**config.mk**
```make
export PLATFORM = sky130hd
export DESIGN_NAME = tsjf_front
export DESIGN_NICKNAME = d
export VERILOG_FILES = /design/src/rtl/tsjf_pkg.sv /design/src/rtl/tsjf_front.sv
export SDC_FILE = /design/constraint.sdc
export NUM_CORES = 1
export LEC_CHECK = 0
export BUFFER_PORTS_ARGS = -buffer_cell sky130_fd_sc_hd__buf_4
export CAP_MARGIN = 20
export CORE_MARGIN = 2
export CORE_UTILIZATION = 40
export CTS_CLUSTER_DIAMETER = 80
export DETAILED_ROUTE_END_ITERATION = 6
export PLACE_DENSITY = 0.67
export SLEW_MARGIN = 20
export SYNTH_ARGS = -nofsm -noshare
export SYNTH_HDL_FRONTEND = slang
export SYNTH_SLANG_ARGS = --single-unit
```
**constraint.sdc**
```tcl
create_clock -name clk -period 7.55 [get_ports clk]
set_input_delay 0.755 -clock clk [delete_from_list [all_inputs] [get_ports clk]]
set_output_delay 0.755 -clock clk [all_outputs]
set_load 0.05 [all_outputs]
```
**src/rtl/tsjf_pkg.sv**
```systemverilog
// Shared types and constants for the touch sample jump filter queue.
package tsjf_pkg;

  // Configuration port
  localparam int CFG_DATA_W = 16;
  localparam logic CFG_JUMP_MAX = 1'b0;
  localparam logic CFG_SKIP_MAX = 1'b1;

  localparam logic [15:0] JUMP_MAX_RST = 16'd900;
  localparam logic [3:0]  SKIP_MAX_RST = 4'd3;

  // Opcodes
  localparam logic [1:0] OP_REPORT  = 2'd0;
  localparam logic [1:0] OP_READ    = 2'd1;
  localparam logic [1:0] OP_RELEASE = 2'd2;
  localparam logic [1:0] OP_SPARE   = 2'd3;

  // Controller status codes
  localparam logic [6:0] CODE_RELEASE = 7'h00;
  localparam logic [7:0] HIGH_RELEASE = 8'h00;
  localparam logic [6:0] CODE_PRESS   = 7'h30;
  localparam logic [7:0] HIGH_PRESS   = 8'h0c;

  // Result status codes
  localparam logic [2:0] ST_QUEUED    = 3'd0;
  localparam logic [2:0] ST_DROPPED   = 3'd1;
  localparam logic [2:0] ST_JUMP      = 3'd2;
  localparam logic [2:0] ST_BAD       = 3'd3;
  localparam logic [2:0] ST_NOT_OURS  = 3'd4;
  localparam logic [2:0] ST_OTHER     = 3'd5;

  typedef struct packed {
    logic [1:0]  opcode;
    logic [7:0]  stat_lo;
    logic [7:0]  stat_hi;
    logic [15:0] sample_x;
    logic [15:0] sample_y;
    logic [62:0] timestamp;
  } in_word_t;

  typedef struct packed {
    logic [2:0]  report_status;
    logic        event_valid;
    logic [62:0] event_time;
    logic [15:0] event_x;
    logic [15:0] event_y;
    logic        event_pressed;
  } out_word_t;

  // Work handed from the front to the back
  typedef enum logic [1:0] {
    CMD_PUSH = 2'd0,
    CMD_POP  = 2'd1,
    CMD_NOTE = 2'd2
  } cmd_kind_t;

  typedef struct packed {
    cmd_kind_t   kind;
    logic [2:0]  status;
    logic [62:0] ev_time;
    logic [15:0] ev_x;
    logic [15:0] ev_y;
    logic        ev_pressed;
  } cmd_word_t;

  // One ring entry
  typedef struct packed {
    logic [62:0] ev_time;
    logic        ev_pressed;
    logic [15:0] ev_y;
    logic [15:0] ev_x;
  } ev_entry_t;

endpackage

```
**src/rtl/tsjf_front.sv**
```systemverilog
// Front end: takes words, runs the jump filter and emits back-end commands.
module tsjf_front (
  input  logic                clk,
  input  logic                rst,
  input  logic                cfg_we,
  input  logic                cfg_index,
  input  logic [15:0]         cfg_data,
  input  logic                in_valid,
  input  tsjf_pkg::in_word_t  in_data,
  input  logic                cmd_ready,
  output logic                cmd_push,
  output tsjf_pkg::cmd_word_t cmd
);

  logic [15:0] jump_max;
  logic [3:0]  skip_max;
  logic [3:0]  skip_count;
  logic [3:0]  skip_count_next;
  logic [15:0] last_x;
  logic [15:0] last_y;
  logic        last_load;
  logic [15:0] dx;
  logic [15:0] dy;
  logic        jump;
  logic        filt_active;

  assign cmd_push = in_valid && cmd_ready;

  // Per-axis distance from the last accepted press
  assign dx = (in_data.sample_x >= last_x) ? (in_data.sample_x - last_x)
                                           : (last_x - in_data.sample_x);
  assign dy = (in_data.sample_y >= last_y) ? (in_data.sample_y - last_y)
                                           : (last_y - in_data.sample_y);
  assign jump = (dx > jump_max) || (dy > jump_max);
  assign filt_active = (skip_count != 4'd0) && (skip_count <= skip_max);

  // Classify the word
  always_comb begin
    cmd.kind        = tsjf_pkg::CMD_NOTE;
    cmd.status      = tsjf_pkg::ST_OTHER;
    cmd.ev_time     = in_data.timestamp;
    cmd.ev_x        = in_data.sample_x;
    cmd.ev_y        = in_data.sample_y;
    cmd.ev_pressed  = 1'b1;
    skip_count_next = skip_count;
    last_load       = 1'b0;
    unique case (in_data.opcode)
      tsjf_pkg::OP_REPORT: begin
        if (!in_data.stat_lo[7]) begin
          cmd.status = tsjf_pkg::ST_NOT_OURS;
        end else if (in_data.stat_lo[6:0] == tsjf_pkg::CODE_RELEASE &&
                     in_data.stat_hi == tsjf_pkg::HIGH_RELEASE) begin
          cmd.kind       = tsjf_pkg::CMD_PUSH;
          cmd.ev_x       = 16'd0;
          cmd.ev_y       = 16'd0;
          cmd.ev_pressed = 1'b0;
        end else if (in_data.stat_lo[6:0] == tsjf_pkg::CODE_PRESS &&
                     in_data.stat_hi == tsjf_pkg::HIGH_PRESS) begin
          if (filt_active && jump) begin
            cmd.status      = tsjf_pkg::ST_JUMP;
            skip_count_next = skip_count + 4'd1;
          end else begin
            cmd.kind        = tsjf_pkg::CMD_PUSH;
            skip_count_next = 4'd1;
            last_load       = 1'b1;
          end
        end else begin
          cmd.status = tsjf_pkg::ST_BAD;
        end
      end
      tsjf_pkg::OP_READ: begin
        cmd.kind = tsjf_pkg::CMD_POP;
      end
      tsjf_pkg::OP_RELEASE: begin
        skip_count_next = 4'd0;
      end
      default: begin
        cmd.status = tsjf_pkg::ST_OTHER;
      end
    endcase
  end

  // Filter state and configuration
  always_ff @(posedge clk) begin
    if (rst) begin
      jump_max   <= tsjf_pkg::JUMP_MAX_RST;
      skip_max   <= tsjf_pkg::SKIP_MAX_RST;
      skip_count <= 4'd0;
      last_x     <= 16'd0;
      last_y     <= 16'd0;
    end else begin
      if (cfg_we && cfg_index == tsjf_pkg::CFG_JUMP_MAX) begin
        jump_max <= cfg_data;
      end
      if (cfg_we && cfg_index == tsjf_pkg::CFG_SKIP_MAX) begin
        skip_max <= cfg_data[3:0];
      end
      if (cmd_push) begin
        skip_count <= skip_count_next;
        if (last_load) begin
          last_x <= in_data.sample_x;
          last_y <= in_data.sample_y;
        end
      end
    end
  end

endmodule

```
==> impl_metrics.toml <==
[synthesis]
synth_compound_area_share_pct = 26.02
synth_xor_area_share_pct = 3.185
yosys.area_share.simple_pct = 18.23
avgSynthCellArea_um2 = 7.311
yosysWarnings = 0
ys_ff_latch = 56
synth-edff-count = 0
syn-instance-count = 978
synth_cell_types = 64
synthAdderAreaFrac_pct = 18.62
synth_top_family_by_area = "compound AO/OA/AOI/OAI gates"
syn_nets = 1217
synthMuxAreaShare_pct = 2.730
syn_area_mm2 = 0.007151
synthArstFlopShare_pct = 0
synth_flop_cell = "dfxtp_1"
seq_area_frac_synth_pct = 15.68

[timing]
rsz0062_at_grt = "false"
fin_worst_skew_ns = 0.009291
finalSetupViolCount = 0
final-hold-violation-count = 0
fin_ws_ns = 1.120
setup_tns_ns = 0
fin_crit_sh_pct = 85.17
maxSlewViolCount = 0
finalCriticalPeriod_ns = 6.430
worst_pin_slew_ns = 0.6775
fmax_mhz = 155.5
relSlewSlack_pct = 54.83

[critical_path]
max_stage_delay_ns = 0.52
cp_data_arrival_time_ns = 5.68
crit_family = "compound AO/OA/AOI/OAI gates"
cp-end-kind = "primary output"
reg2reg_depth = 19
critPathBufInv = 4
cp_cell_sequence = "buf_4, inv_1, ha_1, inv_1, fa_1, a21o_1, a22o_1, o311ai_4, a211oi_4, nor2_4, mux2i_1, xor2_1, ha_1, a2111oi_0, o221ai_1, o211ai_1, a31oi_1, a22o_1, o21ai_0, or2_2, buf_4"
cp.required_ns = 6.80
timing.rr.end = "last_x[6]"
slowest_stage = "nor2_4"
critPathKind = "in2out"
ff2ff_setup_slack_ns = 2.28
setup.worst_path.start_class = "input port"
cp_max_fo = 21
worstReg2RegStart = "last_x[0]"

[grt]
antenna_found_initial = 0
grt_pass1_vias = 6464
grt_pass1_wl_um = 32580
grt_max_degree = 57
grt.total_usage_pct = 21.23
grt_overflow = 0

[clock_network]
clock_latency_ns = 0.31
ctsResizeCount = 0
cts.clk_slew.worst_paths_ns = 0.08
cts_root_buffer = "clkbuf_16"
postCtsHoldBufs = 0
cts_setup_buffers = 0
cts.sinks = 56
htree_num_levels = 2
cts_tree = "yes"
cts_buffers = 5
clock_path_buffers = 2

[placement]
hpwl_um = 15000
place_inst = 1206
place_ws_ns = 1.233
place_congestion = 0.9113
portBuffers = 110

[cells_and_area]
n_fill_cell = 1840
stdcell_count = 1215
diodes = 0
final_nets = 1228
drive_above_1_share_pct = 15.25
syn_to_final_growth_pct = 8.871

[hold_path]
whs_endpoint = "jump_max[1]"
hold_path_class = "reg2reg"
min_from = "jump_max[1]"
min_path_cells = 2

[drt]
viasPerCell = 5.578
antenna_left = 0
vias = 6777
wirelength_um = 19920
dr.pass1.iters = 5
wl_per_cell_um = 16.40
drt_iter0_drc = 435
drc = 0

[run_status]
status = "finished clean"

[floorplanning]
placementRows = 48
boundaryPins = 237
initial_utilization_pct = 41.06
die_y_um = 137.7
die_area_mm2 = 0.01896
fp.dieW_um = 137.7
core_mm2 = 0.01742

[power_and_ir_drop]
power.density_mw_per_mm2 = 121.0
p_leak_nw = 3.394
ir_worst_vdd_v = 0.0001034
fin_total_pwr_w = 0.0009424

[run]
drv_cap = 0
[cell usage in the layout (no fill, tap or decap), types with 7 or more instances in the layout]
master and n:
buf_4 117, a21oi_1 106, inv_1 105, ha_1 100, o21ai_0 70, nor2_1 65, nand4_1 56, dfxtp_1 56
nand2_1 55, a21o_1 35, xnor2_1 19, nand3_1 19, mux2i_1 15, nor2b_1 12, a211o_1 10, o21bai_1 8
o21a_1 8, and2_1 7, nor3_1 7, a31oi_1 7, xor2_1 7
[report_power, final]
group | internal, W | switching [W] | total [W]
clock | 0.000159 | 0.000129 | 0.000289
sequential | 0.000301 | 0.00000254 | 0.000303
combinational | 0.000142 | 0.000209 | 0.000351
[per-layer routing]
layer	wire (µm)	track usage [%]
met5	0	0
met3	1288	2.980
met4	234	4.535
met1	9552	30.31
met2	8848	33.94
[cell type report]
cell class | count | area (µm²) | share of cell area, %
Clock buffer | 5 | 125.1 | 1.607
Clock inverter | 3 | 46.29 | 0.5947
Inverter | 105 | 394.1 | 5.063
Multi-Input combinational cell | 703 | 4923 | 63.24
Sequential cell | 56 | 1121 | 14.40
Tap cell | 225 | 281.5 | 3.616
Timing Repair Buffer | 118 | 893.4 | 11.48
[worst min-delay path: stages, from the launching register on]
cell,delay (ns)
dfxtp_1,0.31
nand2_1,0.05
a21oi_1,0.05
[worst max-delay path by stage]
stage	depth (start not counted)	end	startpoint	slack, ns
3_5_place_dp	21	cmd[98]	in_data[79]	1.23
6_report	21	cmd[98]	in_data[79]	1.12
3_3_place_gp	21	cmd[98]	in_data[79]	1.34
4_1_cts	21	cmd[98]	in_data[79]	1.18
2_1_floorplan	22	cmd[100]	in_data[79]	1.55
5_1_grt	21	cmd[100]	in_data[79]	0.67
[logic make-up (layout without fill, tap and decap cells)]
family,after synthesis,after routing
adders and majority gates,104,104
and+or+nand+nor,259,259
AOI/OAI and AO/OA,295,295
muxes,19,19
xor gates and xnor gates,26,26
DFF,56,56
buffers and inverters,219,231
[per-stage QoR]
step | hold WS (ns) | instance area, µm² | utilization [%]
3_5_place_dp | 0.4473 | 7599 | 43.63
2_1_floorplan | 0.4354 | 7151 | -
4_1_cts | 0.4585 | 7770 | 44.61
6_report | 0.4563 | 7785 | 44.70
3_3_place_gp | 0.4434 | 7599 | 43.63
5_1_grt | 0.4841 | 7785 | 44.70
[cells in the mapped netlist, types with 3 or more instances]
| cell type | n | share of area [%] |
|---|---|---|
| o31ai_1 | 4 | 0.42 |
| o21bai_1 | 8 | 0.84 |
| o211ai_1 | 6 | 0.63 |
| a21oi_1 | 106 | 7.4 |
| nor4_1 | 5 | 0.44 |
| or2_2 | 4 | 0.35 |
| a211o_1 | 10 | 1.2 |
| xnor2_1 | 19 | 2.3 |
| inv_1 | 105 | 5.5 |
| fa_1 | 4 | 1.1 |
| a22o_1 | 3 | 0.37 |
| nand4_1 | 56 | 4.9 |
| ha_1 | 100 | 17 |
| nand2b_1 | 5 | 0.44 |
| nand3_1 | 19 | 1.3 |
| nor3_1 | 7 | 0.49 |
| a221oi_1 | 3 | 0.37 |
| mux2_2 | 4 | 0.63 |
| o21ai_1 | 5 | 0.35 |
| clkbuf_1 | 32 | 1.7 |
| mux2i_1 | 15 | 2.1 |
| xor2_1 | 7 | 0.86 |
| o22ai_1 | 4 | 0.35 |
| a21o_1 | 35 | 3.7 |
| a31oi_1 | 7 | 0.61 |
| o21ai_0 | 70 | 4.9 |
| nor2_1 | 67 | 3.5 |
| and3_1 | 6 | 0.52 |
| and2_1 | 7 | 0.61 |
| or3_1 | 6 | 0.52 |
| buf_4 | 67 | 7.0 |
| nand2_1 | 55 | 2.9 |
| nor2b_1 | 12 | 1.0 |
| buf_2 | 12 | 0.84 |
| buf_6 | 3 | 0.47 |
| o21a_1 | 8 | 0.84 |
| dfxtp_1 | 56 | 16 |
| a211oi_1 | 4 | 0.42 |
[sequential cells by signal, summed over array words and instances (netlist names)]
signal      flops
jump_max       16
last_x         16
last_y         16
skip_count      4
skip_max        4
No activity file was read; power rests on OpenSTA's default activity.
