<file path="src/rtl/tsjf_pkg.sv">
// Shared types and constants for the touch sample jump filter queue.
package tsjf_pkg;

  // Configuration port
  localparam int CFG_DATA_W = 16;
  localparam logic CFG_JUMP_MAX = 1'b0;
  localparam logic CFG_SKIP_MAX = 1'b1;

  localparam logic [15:0] JUMP_MAX_RST = 16'd900;
  localparam logic [3:0]  SKIP_MAX_RST = 4'd3;

  // Opcodes
  localparam logic [1:0] OP_REPORT  = 2'd0;
  localparam logic [1:0] OP_READ    = 2'd1;
  localparam logic [1:0] OP_RELEASE = 2'd2;
  localparam logic [1:0] OP_SPARE   = 2'd3;

  // Controller status codes
  localparam logic [6:0] CODE_RELEASE = 7'h00;
  localparam logic [7:0] HIGH_RELEASE = 8'h00;
  localparam logic [6:0] CODE_PRESS   = 7'h30;
  localparam logic [7:0] HIGH_PRESS   = 8'h0c;

  // Result status codes
  localparam logic [2:0] ST_QUEUED    = 3'd0;
  localparam logic [2:0] ST_DROPPED   = 3'd1;
  localparam logic [2:0] ST_JUMP      = 3'd2;
  localparam logic [2:0] ST_BAD       = 3'd3;
  localparam logic [2:0] ST_NOT_OURS  = 3'd4;
  localparam logic [2:0] ST_OTHER     = 3'd5;

  typedef struct packed {
    logic [1:0]  opcode;
    logic [7:0]  stat_lo;
    logic [7:0]  stat_hi;
    logic [15:0] sample_x;
    logic [15:0] sample_y;
    logic [62:0] timestamp;
  } in_word_t;

  typedef struct packed {
    logic [2:0]  report_status;
    logic        event_valid;
    logic [62:0] event_time;
    logic [15:0] event_x;
    logic [15:0] event_y;
    logic        event_pressed;
  } out_word_t;

  // Work handed from the front to the back
  typedef enum logic [1:0] {
    CMD_PUSH = 2'd0,
    CMD_POP  = 2'd1,
    CMD_NOTE = 2'd2
  } cmd_kind_t;

  typedef struct packed {
    cmd_kind_t   kind;
    logic [2:0]  status;
    logic [62:0] ev_time;
    logic [15:0] ev_x;
    logic [15:0] ev_y;
    logic        ev_pressed;
  } cmd_word_t;

  // One ring entry
  typedef struct packed {
    logic [62:0] ev_time;
    logic        ev_pressed;
    logic [15:0] ev_y;
    logic [15:0] ev_x;
  } ev_entry_t;

endpackage

</file>
<file path="src/rtl/tsjf_cmd_fifo.sv">
// Two-entry command queue between the front and back ends.
module tsjf_cmd_fifo (
  input  logic                clk,
  input  logic                rst,
  input  logic                push,
  input  tsjf_pkg::cmd_word_t push_data,
  output logic                push_ready,
  input  logic                pop,
  output logic                pop_valid,
  output tsjf_pkg::cmd_word_t pop_data
);

  tsjf_pkg::cmd_word_t q [2];
  logic       wr_ptr;
  logic       rd_ptr;
  logic [1:0] count;

  assign push_ready = (count != 2'd2);
  assign pop_valid  = (count != 2'd0);
  assign pop_data   = q[rd_ptr];

  // Entry storage
  always_ff @(posedge clk) begin
    if (push) begin
      q[wr_ptr] <= push_data;
    end
  end

  // Pointers and fill count
  always_ff @(posedge clk) begin
    if (rst) begin
      wr_ptr <= 1'b0;
      rd_ptr <= 1'b0;
      count  <= 2'd0;
    end else begin
      if (push) begin
        wr_ptr <= ~wr_ptr;
      end
      if (pop) begin
        rd_ptr <= ~rd_ptr;
      end
      case ({push, pop})
        2'b10:   count <= count + 2'd1;
        2'b01:   count <= count - 2'd1;
        default: count <= count;
      endcase
    end
  end

endmodule

</file>
<file path="config.mk">
export PLATFORM = sky130hd
export DESIGN_NAME = tsjf_cmd_fifo
export DESIGN_NICKNAME = d
export VERILOG_FILES = /design/src/rtl/tsjf_pkg.sv /design/src/rtl/tsjf_cmd_fifo.sv
export SDC_FILE = /design/constraint.sdc
export NUM_CORES = 1
export LEC_CHECK = 0
export ABC_AREA = 1
export BUFFER_PORTS_ARGS = -buffer_cell sky130_fd_sc_hd__buf_4
export CAP_MARGIN = 20
export CORE_MARGIN = 2
export CORE_UTILIZATION = 35
export CTS_CLUSTER_SIZE = 25
export DETAILED_ROUTE_END_ITERATION = 8
export PLACE_DENSITY_LB_ADDON = 0.15
export SETUP_SLACK_MARGIN = 0.1
export SYNTH_ARGS = -nofsm -noshare
export SYNTH_HDL_FRONTEND = slang
export SYNTH_SLANG_ARGS = --single-unit
</file>
<file path="constraint.sdc">
create_clock -name clk -period 13.37 [get_ports clk]
set_input_delay 1.337 -clock clk [delete_from_list [all_inputs] [get_ports clk]]
set_output_delay 1.337 -clock clk [all_outputs]
set_load 0.02 [all_outputs]
</file>
==> impl_metrics.env, run 1 <==
export IMPL_status="completed"
export IMPL_grt_pass1_vias=4162
export IMPL_worstHoldPathCells=2
export IMPL_cts_resized=0
export IMPL_criticalPathCategory="register to output pin"
export IMPL_place_area_um2=9720
export IMPL_hp_class="register to register"
export IMPL_ir_drop_v=0.000112
export IMPL_die_y_um=155
export IMPL_reg2reg_depth=3
export IMPL_post_cts_setup_buffers=0
export IMPL_async_flop_share_pct=0
export IMPL_drt_pre_antenna_iters=4
export IMPL_ys_seq_elements=207
export IMPL_maxSlewViolCount=0
export IMPL_syn_num_nets=452
export IMPL_grt_ovfl_total=0
export IMPL_finalSetupViolCount=0
export IMPL_cp_required_ps=12030
export IMPL_num_rows=55
export IMPL_holdBufCountCts=0
export IMPL_period_needed_ps=4320
export IMPL_cts_buffers=24
export IMPL_r2r_start="wr_ptr"
export IMPL_vias=3872
export IMPL_start_util_pct=35.4
export IMPL_synth_cells=346
export IMPL_clk_latency_ps=510
export IMPL_synth_area_um2=7960
export IMPL_layout_cells_non_filler=875
export IMPL_finalHoldViolations=0
export IMPL_syn_to_final_growth_pct=31.7
export IMPL_grt_first_pass_wirelength_um=22400
export IMPL_critPathArrivalTime_ps=2980
export IMPL_dp_hpwl_um=9590
export IMPL_end_kind="output pin"
export IMPL_seq_area_frac_synth_pct=77.4
export IMPL_min_to="rd_ptr"
export IMPL_drc=0
export IMPL_root_buffer="clkbuf_16"
export IMPL_cp_max_fo=52
export IMPL_multi_input_area_um2=1580
export IMPL_tns_ps=0
export IMPL_antenna_found_initial=1
export IMPL_grt_setup_unrepaired="no"
export IMPL_cts_tree="built"
export IMPL_io_buffer_count=207
export IMPL_gp_congestion=0.661
export IMPL_n_antenna_cell=0
export IMPL_synthDistinctLibCells=17
export IMPL_drive_above_1_share_pct=59.0
export IMPL_avgSynthCellArea_um2=23.0
export IMPL_num_nets_final=678
export IMPL_worst_r2r_setup_slack_ps=11180
export IMPL_fp_dieArea_um2=24000
export IMPL_ios=208
export IMPL_post_route_period_util_pct=32.3
export IMPL_min_from="rd_ptr"
export IMPL_wire_per_inst_um=17.1
export IMPL_final_fill_count=1921
export IMPL_start_kind="register"
export IMPL_antenna_left=0
export IMPL_p_leak_nw=4.12
export IMPL_worst_r2r_endpoint="q[1][40]"
export IMPL_slew_headroom_pct=34.8
export IMPL_routed_wl_um=15000
export IMPL_fmaxAchievable_mhz=231
export IMPL_core_area_um2=22500
export IMPL_regArea_um2=6170
export IMPL_finClkSkew_ps=11.7
export IMPL_grt_usage_pct=11.9
export IMPL_synth_ff_type="edfxtp_1"
export IMPL_viasPerCell=4.43
export IMPL_cap_violations=0
export IMPL_clockBufferDepth=3
export IMPL_synth_enable_flop_cells=202
export IMPL_power_density_nw_per_um2=153
export IMPL_placed_cells=831
export IMPL_dieWidth_um=155
export IMPL_yosysWarnings=0
export IMPL_final_area_um2=10500
export IMPL_cts_sinks=207
export IMPL_path_clk_slew_ps=50
export IMPL_grt_max_degree=62
export IMPL_drt_iter0_drc=131
export IMPL_worst_slew_pin_slew_ps=978
export IMPL_h_tree_depth=1
-- cells in the final DEF (no fill, tap or decap) --
| cell type | instances |
|---|---|
| nor2_1 | 7 |
| nor2_4 | 1 |
| inv_4 | 1 |
| inv_1 | 5 |
| clkbuf_8 | 1 |
| mux2_4 | 90 |
| a21oi_1 | 1 |
| o21ai_0 | 1 |
| buf_4 | 211 |
| xnor2_1 | 1 |
| nand4_1 | 1 |
| ha_1 | 1 |
| nand2_1 | 6 |
| dfxtp_1 | 4 |
| mux2_2 | 11 |
| clkinv_1 | 4 |
| or2_2 | 1 |
| clkbuf_1 | 8 |
| edfxtp_1 | 202 |
| dfxtp_4 | 1 |
| clkinv_2 | 4 |
| clkbuf_16 | 25 |
| nor3_1 | 1 |
| bufinv_16 | 2 |
-- routing by layer --
metal,part of all wire [%],track usage [%]
met5,0.087,0
met1,41,15.0
met2,48,19.7
met4,1.4,3.40
met3,9.4,4.23
-- final cells by class --
class | instances | share of cell area, %
well taps | 285 | 3.40
inverters | 6 | 0.239
flip-flops and latches | 207 | 58.8
clock inverters | 10 | 0.907
repair buffers | 211 | 15.1
multi-input cells | 122 | 15.1
clock buffers | 34 | 6.39
-- power by group --
| group | leakage, nW | switching, mW | internal (mW) |
|---|---|---|---|
| sequential | 1.94 | 0.0164 | 0.752 |
| combinational | 1.81 | 0.0999 | 0.111 |
| clock | 0.375 | 0.241 | 0.385 |
-- cells by family after synthesis --
kind of cell	after synthesis	synth area share, %
simple gates	17	0.880
xor+xnor	1	0.110
fa+ha+maj	1	0.157
mux	101	18.5
compound gates	2	0.126
flops	207	77.4
buf+inv	17	2.75
-- critical path, stage by stage, from the launching register on --
cell     delay [ps]
dfxtp_4         950
buf_4           890
mux2_2          410
buf_4           150
-- how the worst max path moves through the flow --
stage | startpoint | end | slack (ps) | depth (start not counted)
floorplan | push | q[0][0] | 7180 | 2
global placement | register | pop_data[90] | 9540 | 3
detailed placement | register | pop_data[90] | 9520 | 3
CTS | register | pop_data[90] | 8970 | 3
global route | register | pop_data[90] | 8870 | 3
finish | register | pop_data[90] | 9050 | 3
-- sequential cells by signal (all words and copies together) (netlist names), named ones only --
register	count
count	2
rd_ptr	1
wr_ptr	1
q	202
-- metrics by stage --
step	hold slack (ps)	total power [mW]	util, %	worst slack [ps]
floorplan	480	0.915	-	7180
global placement	494	0.993	43.2	9540
CTS	529	1.63	46.6	8970
global route	572	1.67	46.6	8870
finish	520	1.61	46.6	9050
detailed placement	500	0.997	43.2	9520
-- synth_stat cells (all sizes together), types with 5 or more instances --
master | instances | area, um2
inv | 6 | 22.5
buf | 11 | 196
nor2 | 8 | 30.0
edfxtp | 202 | 6070
mux2 | 101 | 1480
dfxtp | 5 | 100
nand2 | 6 | 22.5
Note: power is estimated with default switching activity, not from simulation.
==> inputs of run 2 (changes only) <==
==> constraint.sdc (replaced) <==
create_clock -name clk -period 4.1 [get_ports clk]
set_input_delay 0.41 -clock clk [delete_from_list [all_inputs] [get_ports clk]]
set_output_delay 0.41 -clock clk [all_outputs]
set_load 0.02 [all_outputs]
==> impl_metrics.env, run 2 (same netlist as run 1, synthesis figures left out) <==
export IMPL_fp_dieArea_um2=24000
export IMPL_hp_class="input port to register"
export IMPL_grt_first_pass_wirelength_um=22600
export IMPL_grt_ovfl_total=0
export IMPL_placed_cells=833
export IMPL_final_cell_mix="buf_4 (212), edfxtp_1 (202), mux2_4 (90), clkbuf_16 (25), mux2_2 (11)"
export IMPL_gp_congestion=0.690
export IMPL_path_cells="buf_4 -> mux2_4 -> buf_4"
export IMPL_drc=0
export IMPL_layout_cells_non_filler=874
export IMPL_clk_latency_ps=500
export IMPL_vias=3842
export IMPL_fmaxAchievable_mhz=380
export IMPL_dieWidth_um=155
export IMPL_min_to="q[1][31]"
export IMPL_cap_violations=0
export IMPL_core_area_um2=22500
export IMPL_r2r_start="wr_ptr"
export IMPL_cp_required_ps=3690
export IMPL_drt_pre_antenna_iters=4
export IMPL_layout_commonest_cell="buf_4"
export IMPL_holdBufCountCts=0
export IMPL_period_needed_ps=2630
export IMPL_grt_pass1_vias=4161
export IMPL_reg2reg_depth=3
export IMPL_wire_per_inst_um=17.0
export IMPL_drive_above_1_share_pct=59.3
export IMPL_largest_register_ffs=202
export IMPL_p_leak_nw=4.13
export IMPL_start_util_pct=35.4
export IMPL_dp_hpwl_um=9840
export IMPL_grt_setup_unrepaired="no"
export IMPL_cp_max_fo=31
export IMPL_top_regs="q (202), count (2)"
export IMPL_status="completed"
export IMPL_post_route_period_util_pct=64.2
export IMPL_path_clk_slew_ps=50
export IMPL_cpPeakStageDelay_ps=630
export IMPL_regArea_um2=6170
export IMPL_worstHoldPathCells=1
export IMPL_die_y_um=155
export IMPL_finalSetupViolCount=0
export IMPL_cts_tree="built"
export IMPL_slew_headroom_pct=36.8
export IMPL_finClkSkew_ps=8.71
export IMPL_final_fill_count=1933
export IMPL_viasPerCell=4.40
export IMPL_fin_util_pct=46.6
export IMPL_maxSlewViolCount=0
export IMPL_worst_r2r_setup_slack_ps=2110
export IMPL_io_buffer_count=207
export IMPL_antenna_left=0
export IMPL_cts_resized=0
export IMPL_post_cts_setup_buffers=0
export IMPL_routed_wl_um=14900
export IMPL_root_buffer="clkbuf_16"
export IMPL_syn_to_final_growth_pct=31.8
export IMPL_worst_slew_pin_slew_ps=948
export IMPL_start_kind="register"
export IMPL_min_from="push_data[31]"
export IMPL_top_register="q"
export IMPL_criticalPathCategory="register to output pin"
export IMPL_grt_max_degree=70
export IMPL_antenna_found_initial=0
export IMPL_crit_top_cell="buf_4"
export IMPL_h_tree_depth=1
export IMPL_worst_r2r_endpoint="q[1][53]"
export IMPL_finalHoldViolations=0
export IMPL_ios=208
export IMPL_ir_drop_v=0.000369
export IMPL_n_antenna_cell=0
export IMPL_clockBufferDepth=3
export IMPL_end_kind="output pin"
export IMPL_num_nets_final=680
export IMPL_num_rows=55
export IMPL_crit_slowest_cell="dfxtp_4"
export IMPL_cts_sinks=207
export IMPL_critPathArrivalTime_ps=2220
export IMPL_grt_usage_pct=12.1
export IMPL_drt_iter0_drc=144
export IMPL_power_density_nw_per_um2=496
export IMPL_tns_ps=0
export IMPL_multi_input_area_um2=1580
export IMPL_cts_buffers=24
-- run 2: cell count changes in the layout (fill, tap and decap cells not counted), sizes merged --
cell / before / now
clkbuf: 34 / 30
buf: 211 / 213
clkinv: 8 / 9
-- run 2: where the power goes --
part	switching (mW)	leakage, nW	internal (mW)
Combinational	0.342	1.82	0.361
Clock	0.778	0.366	1.23
Sequential	0.0399	1.94	2.45
Total	1.16	4.13	4.04
-- run 2: metrics by stage --
| stage | setup WS, ps | power, mW | cell area [um2] | hold WS (ps) |
|---|---|---|---|---|
| 2_1_floorplan | 596 | 2.98 | 7960 | 480 |
| 3_3_place_gp | 1950 | 3.24 | 9750 | 497 |
| 3_5_place_dp | 1930 | 3.25 | 9750 | 524 |
| 4_1_cts | 1420 | 5.29 | 10500 | 59.1 |
| 5_1_grt | 1370 | 5.41 | 10500 | 60.6 |
| 6_report | 1470 | 5.20 | 10500 | 92.3 |
-- run 2: worst max-delay path by stage --
stage | start | end | cells past startpoint
finish | register | pop_data[52] | 3
global route | register | pop_data[55] | 3
CTS | register | pop_data[19] | 3
detailed placement | push | q[0][13] | 4
global placement | push | q[0][69] | 4
floorplan | push | q[0][0] | 2
-- run 2: final cells by class --
type                       count  share of cell area, %
clock buffer                  30                   6.14
tap                          285                   3.40
inverter                       6                  0.239
clock inverter                11                  0.942
multi-input combinational    122                   15.1
sequential                   207                   58.8
timing repair buffer         213                   15.4
-- run 2: per-layer routing --
layer / part of all wire, % / track usage (%) / up-vias / wire length, um
li1: - / - / 1811 / -
met1: 41 / 15.0 / 1848 / 6170
met2: 47 / 19.7 / 154 / 7070
met3: 9.2 / 4.40 / 29 / 1370
met4: 2.0 / 3.92 / 0 / 292
met5: 0 / 0 / - / 0
-- run 2: worst max-delay path, delay by kind of cell, from the launching register on --
family | cells | cell delay, ps
buffers and inverters | 2 | 720
flip-flops | 1 | 630
multiplexers | 1 | 350
